## src/rtl/lpmd_pkg.sv

```systemverilog
package lpmd_pkg;

	// Header is a 32-bit type word then a 32-bit signed length, little endian
	localparam int unsigned HdrLen = 8;
	localparam int unsigned HdrCntW = 3;
	localparam logic [15:0] MaxPayloadReset = 16'd992;

	typedef enum logic {
		ST_HEADER,
		ST_PAYLOAD
	} lpmd_state_t;

	// Control from the input stage to the framing core
	typedef struct packed {
		logic       present;
		logic       commit;
		logic [7:0] data_byte;
	} lpmd_step_t;

	typedef struct packed {
		logic [31:0] msg_type;
		logic [7:0]  payload_byte;
		logic        has_byte;
		logic        first_of_msg;
		logic        last_of_msg;
		logic        length_error;
	} lpmd_result_t;

endpackage

```

## src/rtl/lpmd_byte_if.sv

```systemverilog
interface lpmd_byte_if;
	logic       valid;
	logic       ready;
	logic [7:0] data_byte;

	modport source (output valid, output data_byte, input ready);
	modport sink (input valid, input data_byte, output ready);
endinterface

```

## src/rtl/lpmd_msg_if.sv

```systemverilog
interface lpmd_msg_if;
	logic        valid;
	logic        ready;
	logic [31:0] msg_type;
	logic [7:0]  payload_byte;
	logic        has_byte;
	logic        first_of_msg;
	logic        last_of_msg;
	logic        length_error;

	modport source (output valid, output msg_type, output payload_byte, output has_byte,
		output first_of_msg, output last_of_msg, output length_error, input ready);
	modport sink (input valid, input msg_type, input payload_byte, input has_byte,
		input first_of_msg, input last_of_msg, input length_error, output ready);
endinterface

```

## src/rtl/lpmd_core.sv

```systemverilog
module lpmd_core (
	input  logic                  clk,
	input  logic                  arst_n,
	input  lpmd_pkg::lpmd_step_t  step,
	input  logic [15:0]           max_payload,
	output lpmd_pkg::lpmd_result_t result,
	output logic                  result_valid
);
	import lpmd_pkg::*;

	lpmd_state_t        state_q, state_d;
	logic [6:0][7:0]    hdr_q;
	logic [HdrCntW-1:0] hdr_cnt_q;
	logic [31:0]        type_q;
	logic [15:0]        left_q;
	logic               first_q;

	logic        hdr_done;
	logic [31:0] len;
	logic        len_bad;
	logic        len_zero;
	logic        pay_last;

	// Decode the header length as it completes
	assign hdr_done = (hdr_cnt_q == HdrCntW'(HdrLen - 1));
	assign len      = {step.data_byte, hdr_q[6], hdr_q[5], hdr_q[4]};
	assign len_bad  = len[31] || (len[30:16] != 15'd0) || (len[15:0] > max_payload);
	assign len_zero = (len == 32'd0);
	assign pay_last = (left_q <= 16'd1);

	// Next state
	always_comb begin
		state_d = state_q;
		case (state_q)
			ST_HEADER: begin
				if (hdr_done && !len_bad && !len_zero)
					state_d = ST_PAYLOAD;
			end
			ST_PAYLOAD: begin
				if (pay_last)
					state_d = ST_HEADER;
			end
			default: state_d = ST_HEADER;
		endcase
	end

	// Result for the byte at hand
	always_comb begin
		result       = '0;
		result_valid = 1'b0;
		case (state_q)
			ST_HEADER: begin
				result_valid        = step.present && hdr_done && (len_bad || len_zero);
				result.msg_type     = {hdr_q[3], hdr_q[2], hdr_q[1], hdr_q[0]};
				result.first_of_msg = 1'b1;
				result.last_of_msg  = 1'b1;
				result.length_error = len_bad;
			end
			ST_PAYLOAD: begin
				result_valid        = step.present;
				result.msg_type     = type_q;
				result.payload_byte = step.data_byte;
				result.has_byte     = 1'b1;
				result.first_of_msg = first_q;
				result.last_of_msg  = pay_last;
			end
			default: begin
				result_valid = 1'b0;
			end
		endcase
	end

	// Advance framing state on each committed byte
	always_ff @(posedge clk or negedge arst_n) begin
		if (!arst_n) begin
			state_q   <= ST_HEADER;
			hdr_cnt_q <= '0;
			type_q    <= '0;
			left_q    <= '0;
			first_q   <= 1'b0;
			hdr_q     <= '0;
		end else if (step.commit) begin
			state_q <= state_d;
			if (state_q == ST_HEADER) begin
				if (hdr_done) begin
					hdr_cnt_q <= '0;
					type_q    <= {hdr_q[3], hdr_q[2], hdr_q[1], hdr_q[0]};
					left_q    <= len[15:0];
					first_q   <= !len_bad && !len_zero;
				end else begin
					hdr_q[hdr_cnt_q] <= step.data_byte;
					hdr_cnt_q        <= hdr_cnt_q + 1'b1;
				end
			end else begin
				left_q  <= left_q - 16'd1;
				first_q <= 1'b0;
			end
		end
	end

	// A payload phase always has bytes left to count
	assert property (@(posedge clk) disable iff (!arst_n)
		state_q == ST_PAYLOAD |-> left_q != 16'd0)
		else $error("payload phase with zero bytes left");

	// First-byte mark lives only inside a payload
	assert property (@(posedge clk) disable iff (!arst_n)
		first_q |-> state_q == ST_PAYLOAD)
		else $error("first mark set outside payload");

	// A header-phase result never carries a byte
	assert property (@(posedge clk) disable iff (!arst_n)
		result_valid && state_q == ST_HEADER |-> !result.has_byte && hdr_done)
		else $error("header result with byte or before header end");

endmodule

```

## src/rtl/length_prefixed_message_deframer.sv

```systemverilog
// Path: a byte accepted into the input stage register is framed by the combinational core and,
//   if it makes a result, is registered in the result register before it shows at the output.
// Throughput: one byte per cycle; the input stage and the output register stall only
//   when the output side holds a result that has not been taken.
// Reset: arst_n clears framing to header collection and the maximum payload length (max_q) to 992.
module length_prefixed_message_deframer (
	input  logic        clk,
	input  logic        arst_n,
	lpmd_byte_if.sink   byte_stream,
	lpmd_msg_if.source  msg_stream,
	input  logic        cfg_wr_en,
	input  logic [15:0] cfg_wr_data
);
	import lpmd_pkg::*;

	logic         valid_s1;
	logic [7:0]   byte_s1;
	logic         out_valid_q;
	lpmd_result_t out_q;
	logic [15:0]  max_q;

	lpmd_step_t   step;
	lpmd_result_t core_res;
	logic         core_valid;
	logic         out_free;
	logic         s1_adv;

	// Move a byte on when it makes no result or the output slot is free
	assign out_free          = !out_valid_q || msg_stream.ready;
	assign s1_adv            = valid_s1 && (!core_valid || out_free);
	assign byte_stream.ready = !valid_s1 || s1_adv;

	assign step.present   = valid_s1;
	assign step.commit    = s1_adv;
	assign step.data_byte = byte_s1;

	lpmd_core u_core (
		.clk          (clk),
		.arst_n       (arst_n),
		.step         (step),
		.max_payload  (max_q),
		.result       (core_res),
		.result_valid (core_valid)
	);

	// Hold the maximum length register
	always_ff @(posedge clk or negedge arst_n) begin
		if (!arst_n)
			max_q <= MaxPayloadReset;
		else if (cfg_wr_en)
			max_q <= cfg_wr_data;
	end

	// Input stage
	always_ff @(posedge clk or negedge arst_n) begin
		if (!arst_n)
			valid_s1 <= 1'b0;
		else if (byte_stream.ready)
			valid_s1 <= byte_stream.valid;
	end

	always_ff @(posedge clk) begin
		if (byte_stream.ready && byte_stream.valid)
			byte_s1 <= byte_stream.data_byte;
	end

	// Result register
	always_ff @(posedge clk or negedge arst_n) begin
		if (!arst_n)
			out_valid_q <= 1'b0;
		else if (out_free)
			out_valid_q <= valid_s1 && core_valid;
	end

	always_ff @(posedge clk) begin
		if (out_free && valid_s1 && core_valid)
			out_q <= core_res;
	end

	assign msg_stream.valid        = out_valid_q;
	assign msg_stream.msg_type     = out_q.msg_type;
	assign msg_stream.payload_byte = out_q.payload_byte;
	assign msg_stream.has_byte     = out_q.has_byte;
	assign msg_stream.first_of_msg = out_q.first_of_msg;
	assign msg_stream.last_of_msg  = out_q.last_of_msg;
	assign msg_stream.length_error = out_q.length_error;

	// A stalled input byte stays in the stage
	assert property (@(posedge clk) disable iff (!arst_n)
		valid_s1 && !s1_adv |=> valid_s1 && byte_s1 == $past(byte_s1))
		else $error("input stage lost a stalled byte");

	// An error request is a bare one-result message
	assert property (@(posedge clk) disable iff (!arst_n)
		out_valid_q && out_q.length_error |-> !out_q.has_byte && out_q.first_of_msg
			&& out_q.last_of_msg)
		else $error("error request malformed");

	// A request without a byte opens and closes its message
	assert property (@(posedge clk) disable iff (!arst_n)
		out_valid_q && !out_q.has_byte |-> out_q.first_of_msg && out_q.last_of_msg)
		else $error("empty request not marked first and last");

endmodule

```

## src/flat_wrapper.sv

```systemverilog
// flat-port wrapper written by rule: the top's interface ports become plain ports
module length_prefixed_message_deframer_flat import lpmd_pkg::*;
  (clk, arst_n, cfg_wr_en, cfg_wr_data, byte_stream_valid, byte_stream_data_byte, byte_stream_ready, msg_stream_valid, msg_stream_msg_type, msg_stream_payload_byte, msg_stream_has_byte, msg_stream_first_of_msg, msg_stream_last_of_msg, msg_stream_length_error, msg_stream_ready);
  lpmd_byte_if byte_stream_i ();
  lpmd_msg_if msg_stream_i ();
  input  logic clk;
  input  logic arst_n;
  input  logic cfg_wr_en;
  input  logic [15:0] cfg_wr_data;
  input wire logic [$bits(byte_stream_i.valid)-1:0] byte_stream_valid;
  input wire logic [$bits(byte_stream_i.data_byte)-1:0] byte_stream_data_byte;
  output wire logic [$bits(byte_stream_i.ready)-1:0] byte_stream_ready;
  output wire logic [$bits(msg_stream_i.valid)-1:0] msg_stream_valid;
  output wire logic [$bits(msg_stream_i.msg_type)-1:0] msg_stream_msg_type;
  output wire logic [$bits(msg_stream_i.payload_byte)-1:0] msg_stream_payload_byte;
  output wire logic [$bits(msg_stream_i.has_byte)-1:0] msg_stream_has_byte;
  output wire logic [$bits(msg_stream_i.first_of_msg)-1:0] msg_stream_first_of_msg;
  output wire logic [$bits(msg_stream_i.last_of_msg)-1:0] msg_stream_last_of_msg;
  output wire logic [$bits(msg_stream_i.length_error)-1:0] msg_stream_length_error;
  input wire logic [$bits(msg_stream_i.ready)-1:0] msg_stream_ready;
  assign byte_stream_i.valid = byte_stream_valid;
  assign byte_stream_i.data_byte = byte_stream_data_byte;
  assign byte_stream_ready = byte_stream_i.ready;
  assign msg_stream_valid = msg_stream_i.valid;
  assign msg_stream_msg_type = msg_stream_i.msg_type;
  assign msg_stream_payload_byte = msg_stream_i.payload_byte;
  assign msg_stream_has_byte = msg_stream_i.has_byte;
  assign msg_stream_first_of_msg = msg_stream_i.first_of_msg;
  assign msg_stream_last_of_msg = msg_stream_i.last_of_msg;
  assign msg_stream_length_error = msg_stream_i.length_error;
  assign msg_stream_i.ready = msg_stream_ready;
  length_prefixed_message_deframer u_core (.clk(clk), .arst_n(arst_n), .byte_stream(byte_stream_i), .msg_stream(msg_stream_i), .cfg_wr_en(cfg_wr_en), .cfg_wr_data(cfg_wr_data));
endmodule
```

## config.mk

```make
export PLATFORM = sky130hd
export DESIGN_NAME = length_prefixed_message_deframer_flat
export DESIGN_NICKNAME = d
export VERILOG_FILES = /design/src/rtl/lpmd_pkg.sv /design/src/rtl/lpmd_byte_if.sv /design/src/rtl/lpmd_msg_if.sv /design/src/rtl/lpmd_core.sv /design/src/rtl/length_prefixed_message_deframer.sv /design/src/flat_wrapper.sv
export SDC_FILE = /design/constraint.sdc
export NUM_CORES = 1
export LEC_CHECK = 0
export BUFFER_PORTS_ARGS = -buffer_cell sky130_fd_sc_hd__buf_4
export CAP_MARGIN = 20
export CORE_MARGIN = 3
export CORE_UTILIZATION = 50
export DETAILED_ROUTE_END_ITERATION = 6
export HOLD_SLACK_MARGIN = 0.03
export PLACE_DENSITY_LB_ADDON = 0.2
export SLEW_MARGIN = 20
export SYNTH_ARGS = -nofsm -noshare
export SYNTH_HDL_FRONTEND = slang
export SYNTH_SLANG_ARGS = --single-unit
```

## constraint.sdc

```tcl
create_clock -name clk -period 7.6 [get_ports clk]
set_input_delay 0 -clock clk [delete_from_list [all_inputs] [get_ports clk]]
set_output_delay 0 -clock clk [all_outputs]
set_load 0.05 [all_outputs]
```

==> flow_summary.yaml, run 1 <==
clocking:
  cts_buffers: 17
  cts.path.max_buffers: 2
  clkTransAtPathRegs_ns: 0.07
  htree_levels: 4
  worst_skew_pair.late_latency_ns: 0.43
  cts_tree: "built"
  root_buffer: "clkbuf_16"
  cts_sinks: 179
  post_cts_buffers: 0
placed_design:
  hpwl_um: 10400
  dp_cells: 855
  gp_congestion: 0.841
  io_buffers: 74
grt:
  gr-usage-met2_pct: 33.1
  use_met3_pct: 4.29
  grt_overflow_total: 0
  grt_pass1_wl_um: 27500
  use_met1_pct: 26.6
  track_usage_pct: 20.2
  grt_max_degree: 89
  antenna_found_initial: 0
  top_usage_layer: "met2"
  grt_pass1_vias: 5319
timing:
  max_slew_margin_pct: 31.5
  max_freq_ghz: 0.285
  period_needed_ns: 3.51
  setup_viol: 0
  hold_violations: 0
  setup_tns_ns: 0
  slew_viol_final: 0
  worstMarginPinSlew_ns: 1.02
  grt_setup_unrepaired: "no"
  finalCritPeriodShare_pct: 46.1
  final.setup_skew_ns: 0.00969
pwr:
  p_per_area_nw_per_um2: 227
  power_leakage_nw: 4.52
  peakVddDrop_mv: 0.156
route:
  drc: 0
  wire_per_inst_um: 17.8
  drt-initial-drc-count: 372
  via_count: 5192
  ant_nets: 0
  drt-vias-per-instance: 5.49
  drtPass1Iterations: 5
  drt_wl_total_um: 16800
finish:
  drive_gt1_share_pct: 28.6
  final_core_util_pct: 63.9
  diodes: 0
  fin_cells: 945
  area_delta_synth_final_pct: 24.3
  num-nets-final: 770
  mostFrequentLayoutCells: "121 x dfrtp_1, 89 x mux2_2, 77 x buf_4"
  final_common_cell: "dfrtp_1"
setup_path:
  arrival_ns: 3.82
  cp_slowest_cell: "nor2_4"
  critPathKind: "reg -> reg"
  crit_buf_inv: 0
  path_max_fanout: 32
  start_kind: "flop"
  path_cells: "ha_1, ha_1, o21ai_0, or4b_4, nor4_4, nor2_2, nor2_4, mux2_1"
  crit_top_cell: "ha_1"
  cp_slowest_stage_delay_ns: 0.81
  end_kind: "flop"
  required_ns: 7.91
  cp_top_family: "simple AND/OR/NAND/NOR gates"
synthesis:
  synth_cell_types: 53
  syn_avg_cell_area_sq_um: 13.3
  synth-main-ff-cell: "dfrtp_1"
  syn_area_sq_um: 7850
  synth_nets: 641
  ys_seq_elements: 179
  synth_edf_count: 52
  yosys_warnings: 0
  async_flop_share_pct: 70.9
  seq_area_frac_synth_pct: 60.5
  syn-instance-count: 592
status:
  status: "finished clean"
min_path:
  hold_class: "in -> async"
run:
  max_cap_violations: 0
floorplanning:
  die_w_um: 131
  coreArea_sq_um: 15300
  io_pins: 75
  initial_core_util_pct: 51.4
  dieHeight_um: 131
  dieArea_sq_um: 17200
  row_count: 45
## cells in the mapped netlist, drive strengths merged (2+ instances only)
| library cell | number | area share [%] |
|---|---|---|
| a211oi | 3 | 0.29 |
| a21oi | 8 | 0.51 |
| and2 | 11 | 0.88 |
| buf | 11 | 0.89 |
| clkbuf | 14 | 0.67 |
| dfrtp | 122 | 39 |
| dfstp | 5 | 1.7 |
| edfxtp | 52 | 20 |
| ha | 20 | 3.2 |
| inv | 23 | 1.1 |
| mux2 | 123 | 18 |
| mux2i | 6 | 0.77 |
| nand2 | 43 | 2.1 |
| nand2b | 3 | 0.24 |
| nand3 | 13 | 0.83 |
| nand4 | 7 | 0.56 |
| nand4b | 2 | 0.22 |
| nor2 | 21 | 1.1 |
| nor2b | 6 | 0.48 |
| nor3 | 24 | 1.5 |
| nor3b | 5 | 0.48 |
| nor4 | 13 | 1.2 |
| o211ai | 4 | 0.38 |
| o21a | 2 | 0.19 |
| o21ai | 28 | 1.8 |
| o22ai | 2 | 0.16 |
| or3 | 3 | 0.24 |
| or4b | 2 | 0.30 |
## routing by layer
metal  up-vias  part of all wire, %
met5         -                    0
met4         0                  2.2
met3        33                  3.6
met2       131                   48
met1      2605                   46
li1       2423                    -
## cell families after synthesis
family / after synthesis / share of synthesized area [%]
AOI/OAI and AO/OA: 59 / 4.72
adders and majority gates: 20 / 3.19
buffers and inverters: 48 / 2.66
DFF: 179 / 60.5
muxes: 129 / 18.4
and+or+nand+nor: 157 / 10.6
## what timing repair did
| action | 4_1_cts | 5_1_grt |
|---|---|---|
| hold buffers | 58 | 0 |
| hold endpoints to repair | 84 | 0 |
| gates resized for setup | 0 | 0 |
## sequential cells by signal, indices dropped and copies added, names as in the netlist, 3 cells and up
name	flops
u_core.msg_stream.payload_byte	8
u_core.u_core.hdr_q	56
u_core.max_q	16
u_core.u_core.hdr_cnt_q	3
u_core.u_core.type_q	32
u_core.u_core.left_q	16
u_core.byte_s1	8
u_core.msg_stream.msg_type	32
## final timing paths
path / start / endpoint / slack [ns] / cells after the start
worst max-delay path: u_core.u_core.hdr_cnt_q[1] / u_core.u_core.type_q[2] / 4.09 / 8
worst min-delay path: arst_n / u_core.u_core.hdr_q[24] / 0.19 / 2
worst max register to register: u_core.u_core.hdr_cnt_q[1] / u_core.u_core.type_q[2] / 4.09 / 8
worst min register to register: u_core.u_core.type_q[10] / u_core.u_core.type_q[10] / 0.48 / 1
max in group asynchronous: arst_n / u_core.u_core.state_q / 6.05 / 3
min in group clk: byte_stream_data_byte[1] / u_core.byte_s1[1] / 0.29 / 2
## metrics by stage
stage / total power, mW / cell area, sq um / worst slack (ns) / hold WS, ns
3_3_place_gp: 1.31 / 8580 / 4.24 / 0.108
3_5_place_dp: 1.32 / 8580 / 4.08 / 0.114
4_1_cts: 2.23 / 9760 / 4.04 / 0.222
6_report: 2.21 / 9760 / 4.09 / 0.187
2_1_floorplan: 1.23 / 7850 / 3.37 / -0.296
5_1_grt: 2.30 / 9760 / 3.82 / 0.253
## worst reg2reg max path: stages (launching register included)
cell	delay (ns)
dfrtp_1	0.46
ha_1	0.20
ha_1	0.29
o21ai_0	0.16
or4b_4	0.58
nor4_4	0.21
nor2_2	0.25
nor2_4	0.81
mux2_1	0.44
## layout make-up
| type | count | area, sq um |
|---|---|---|
| clock inverters | 15 | 173 |
| well taps | 211 | 264 |
| repair buffers | 135 | 1160 |
| multi-input cells | 365 | 2900 |
| flip-flops and latches | 179 | 4750 |
| clock buffers | 17 | 425 |
| fillers | 1094 | 5500 |
| inverters | 23 | 86.3 |
## power by group
group	internal, mW	leakage (nW)	switching, mW
sequential	1.04	2.21	0.0416
combinational	0.0975	2.03	0.151
clock	0.495	0.283	0.393
total	1.63	4.52	0.585
No activity file was read; power rests on OpenSTA's default activity.
==> run 2: changes to the inputs <==
clock period = 3.1 ns   (was 7.6 ns; I/O delays follow)
==> flow_summary.yaml, run 2 (same netlist as run 1, synthesis figures left out) <==
pwr:
  power_leakage_nw: 4.63
  internal_power_mw: 3.95
  p_per_area_nw_per_um2: 545
  netSwitchingPower_mw: 1.47
  comb_power_share_pct: 12.3
  p_sw_share_pct: 27.2
  power.share.clock_pct: 39.5
  peakVddDrop_mv: 0.404
  finalPower_mw: 5.43
  power_frac_seq_pct: 48.2
floorplanning:
  row_count: 45
  die_w_um: 131
  coreArea_sq_um: 15300
  initial_core_util_pct: 51.4
  dieHeight_um: 131
  io_pins: 75
  dieArea_sq_um: 17200
timing:
  max_freq_ghz: 0.338
  setup_viol: 0
  grt_setup_unrepaired: "no"
  hold_violations: 0
  final.setup_skew_ns: 0.00998
  finalCritPeriodShare_pct: 95.6
  slew_viol_final: 0
  period_needed_ns: 2.96
  worstMarginPinSlew_ns: 0.878
  setup_tns_ns: 0
  max_slew_margin_pct: 41.5
route:
  drtPass1Iterations: 4
  drt_wl_total_um: 17900
  drc: 0
  drt-initial-drc-count: 392
  drt-vias-per-instance: 5.43
  ant_nets: 0
  via_count: 5242
  wire_per_inst_um: 18.6
clocking:
  root_buffer: "clkbuf_16"
  clkTransAtPathRegs_ns: 0.07
  cts_buffers: 17
  worst_skew_pair.late_latency_ns: 0.43
  cts_tree: "built"
  cts_sinks: 179
  htree_levels: 4
  cts.path.max_buffers: 2
grt:
  grt_pass1_vias: 5460
  track_usage_pct: 21.7
  antenna_found_initial: 0
  grt_overflow_total: 0
  grt_pass1_wl_um: 29200
  grt_max_degree: 87
min_path:
  hold_class: "in -> async"
finish:
  multi_input_area_sq_um: 2910
  diodes: 0
  largest_reg_flops: 56
  mostFrequentLayoutCells: "121 x dfrtp_1, 92 x buf_4, 89 x mux2_2"
  drive_gt1_share_pct: 30.8
  seq_area_sq_um: 4750
  area_delta_synth_final_pct: 26.8
  regMostFlops: "u_core.u_core.hdr_q"
  nFillCells: 1104
  num-nets-final: 790
  final_core_util_pct: 65.2
  final_common_cell: "dfrtp_1"
setup_path:
  cp_top_family: "simple AND/OR/NAND/NOR gates"
  arrival_ns: 3.32
  crit_buf_inv: 1
  cp_slowest_cell: "or4b_1"
  path_cells: "ha_1, nand4_1, or3_1, nor3_1, a41o_1, nor2_2, buf_4, or4b_1, nand3_1"
  start_kind: "flop"
  path_max_fanout: 7
  end_kind: "flop"
  cp_slowest_stage_delay_ns: 0.51
  required_ns: 3.46
  critPathKind: "reg -> reg"
placed_design:
  gp_congestion: 0.878
  io_buffers: 74
  hpwl_um: 10900
run:
  max_cap_violations: 0
status:
  status: "finished clean"
==> run 2: worst paths after layout <==
path	from	to	cells after the start	slack, ns
max in group asynchronous	arst_n	u_core.u_core.hdr_q[26]	3	2.09
worst max register to register	u_core.u_core.hdr_q[45]	u_core.u_core.left_q[6]	9	0.14
worst min register to register	u_core.u_core.type_q[29]	u_core.u_core.type_q[29]	1	0.48
min in group clk	byte_stream_data_byte[5]	u_core.byte_s1[5]	2	0.30
worst min-delay path	arst_n	u_core.u_core.type_q[2]	2	0.18
worst max-delay path	u_core.u_core.hdr_q[45]	u_core.u_core.left_q[6]	9	0.14
==> run 2: through the flow <==
stage                     setup slack (ns)  hold slack [ns]  instances  instance area [sq um]
after floorplan                     0.0501           -0.296        592                   7860
after detailed placement             0.138            0.183        872                   8740
after global placement               0.253            0.187        872                   8740
final                                0.137            0.179        965                   9950
after CTS                           0.0449            0.277        963                   9920
after global routing                0.0147            0.246        965                   9950
==> run 2: final cells by class <==
| type | count | area share [%] |
|---|---|---|
| clock buffer | 17 | 4.27 |
| clock inverter | 15 | 1.67 |
| inverter | 23 | 0.867 |
| multi-input combinational | 365 | 29.3 |
| sequential | 179 | 47.7 |
| tap | 211 | 2.65 |
| timing repair buffer | 155 | 13.6 |
==> run 2: repair_timing <==
action	4_1_cts	5_1_grt
hold buffers	59	0
setup endpoints to repair	0	56
buffers inserted	0	2
hold endpoints to repair	105	0
gates resized for setup	0	3
==> run 2: metal layers <==
layer	up-vias	wire [um]	global-route usage [%]
li1	2455	-	-
met1	2627	7840	28.3
met2	134	9080	36.6
met3	26	678	4.17
met4	0	344	7.88
met5	-	0	0
==> run 2: power groups by stage <==
stage	clock, mW	combinational (mW)	sequential [mW]
CTS	2.17	0.663	2.61
detailed placement	0	0.590	2.66
floorplan	0	0.247	2.77
global placement	0	0.572	2.66
global route	2.28	0.739	2.63
finish	2.14	0.670	2.62
==> run 3: changes to the inputs <==
CORE_ASPECT_RATIO = 0.75   (was not set)
==> flow_summary.yaml, run 3 (same netlist as run 1, synthesis figures left out) <==
status:
  status: "finished clean"
finish:
  regMostFlops: "u_core.u_core.hdr_q"
  fin_cells: 953
  area_delta_synth_final_pct: 26.6
  num-nets-final: 788
  mostFrequentLayoutCells: "121 x dfrtp_1, 91 x buf_4, 89 x mux2_2"
  drive_gt1_share_pct: 30.5
  multi_input_area_sq_um: 2910
  final_common_cell: "dfrtp_1"
  largest_reg_flops: 56
  seq_area_sq_um: 4750
  nFillCells: 1098
setup_path:
  cp_slowest_stage_delay_ns: 0.48
  end_kind: "primary output"
  startpoint: "u_core.u_core.hdr_q[45]"
  reg2reg_setup_slack_ns: 0.12
  cp_slowest_cell: "a2111o_1"
  start_kind: "flop"
  ff2ff_path_depth: 9
  r2r_start: "u_core.u_core.hdr_q[45]"
  arrival_ns: 2.99
  reg2reg_to: "u_core.u_core.left_q[6]"
  path_cells: "ha_1, nand4_1, nor3_1, a2111o_1, nor3_1, o211ai_1, buf_4, nand3_1, buf_4"
  required_ns: 3.10
  path_max_fanout: 5
  critPathKind: "reg -> out"
  crit_end: "byte_stream_ready"
timing:
  max_freq_ghz: 0.334
  final.setup_skew_ns: 0.00489
  slew_viol_final: 0
  finalCritPeriodShare_pct: 96.6
  max_slew_margin_pct: 37.6
  hold-worst-slack_ns: 0.235
  setup_viol: 0
  hold_violations: 0
  worstMarginPinSlew_ns: 0.936
  period_needed_ns: 2.99
grt:
  grt_pass1_wl_um: 28900
  grt_pass1_vias: 5349
  grt_overflow_total: 0
  grt_max_degree: 86
  antenna_found_initial: 0
  track_usage_pct: 22.3
placed_design:
  io_buffers: 74
  gp_congestion: 0.902
  dp_cells: 860
  hpwl_um: 11200
route:
  drc: 0
  drt-vias-per-instance: 5.56
  drt-initial-drc-count: 448
  drt_wl_total_um: 18200
  drtPass1Iterations: 5
  wire_per_inst_um: 19.0
  ant_nets: 0
  via_count: 5294
pwr:
  peakVddDrop_mv: 0.445
  power_leakage_nw: 4.62
  p_per_area_nw_per_um2: 550
clocking:
  root_buffer: "clkbuf_16"
  cts_sinks: 179
  htree_levels: 4
  cts_tree: "built"
  cts.path.max_buffers: 2
  worst_skew_pair.late_latency_ns: 0.43
  clkTransAtPathRegs_ns: 0.06
  cts_buffers: 17
floorplanning:
  initial_core_util_pct: 52.6
  dieHeight_um: 115
  die_w_um: 151
  coreArea_sq_um: 14900
  dieArea_sq_um: 17300
  io_pins: 75
  row_count: 38
run:
  max_cap_violations: 0
min_path:
  hold_class: "in -> async"
## run 3: cell count changes in the layout (fill, tap and decap cells not counted), sizes merged
cell,change
diode,+1
inv,-6
clkbuf,+2
buf,-1
clkinvlp,+1
dlygate4sd3,-1
bufinv,+2
clkinv,+1
## run 3: critical path, delay by kind of cell (launching register included)
kind,cells,cell delay [ns]
simple gates,4,0.73
buf+inv,2,0.42
fa+ha+maj,1,0.35
compound gates,2,0.61
flops,1,0.43
## run 3: final cells by class
| class | instances | share of cell area (%) |
|---|---|---|
| well taps | 200 | 2.52 |
| repair buffers | 153 | 13.5 |
| multi-input cells | 365 | 29.3 |
| clock buffers | 19 | 4.36 |
| diodes | 1 | 0.0252 |
| clock inverters | 13 | 1.60 |
| inverters | 23 | 0.869 |
| flip-flops and latches | 179 | 47.8 |
## run 3: metal layers
layer / vias to the layer above / track usage (%) / wire length (um)
li1: 2455 / - / -
met1: 2616 / 31.2 / 8350
met2: 186 / 33.7 / 8200
met3: 37 / 6.17 / 1230
met4: 0 / 8.39 / 370
met5: - / 0 / 0
## run 3: stage by stage
step	total power [mW]	instance area, sq um	worst slack, ns	util [%]	TNS (ns)
2_1_floorplan	3.02	7860	0.0501	-	0
3_3_place_gp	3.23	8730	0.276	58.5	0
3_5_place_dp	3.25	8730	0.132	58.5	0
4_1_cts	5.49	9910	0.123	66.4	0
5_1_grt	5.67	9930	-0.0339	66.5	-0.0339
6_report	5.46	9930	0.107	66.5	0
## run 3: worst min path at each step
stage / to / slack [ns] / cells after the start
2_1_floorplan: u_core.max_q[0] / -0.30 / 0
3_3_place_gp: u_core.u_core.type_q[29] / 0.15 / 1
3_5_place_dp: u_core.u_core.type_q[29] / 0.17 / 1
4_1_cts: u_core.u_core.type_q[29] / 0.25 / 2
5_1_grt: u_core.byte_s1[0] / 0.28 / 2
6_report: u_core.u_core.type_q[28] / 0.24 / 2
## run 3: power by group
group / total [mW] / switching (mW) / internal (mW) / leakage [nW]
clock network: 2.17 / 0.900 / 1.27 / 0.284
registers: 2.62 / 0.0798 / 2.54 / 2.21
logic: 0.670 / 0.407 / 0.263 / 2.13
## run 3: repair_timing
action | CTS | global route
endpoints found under the setup margin | 0 | 88
hold buffers | 58 | 0
hold endpoints to repair | 91 | 0
resized for setup | 0 | 3
buffers inserted | 0 | 2
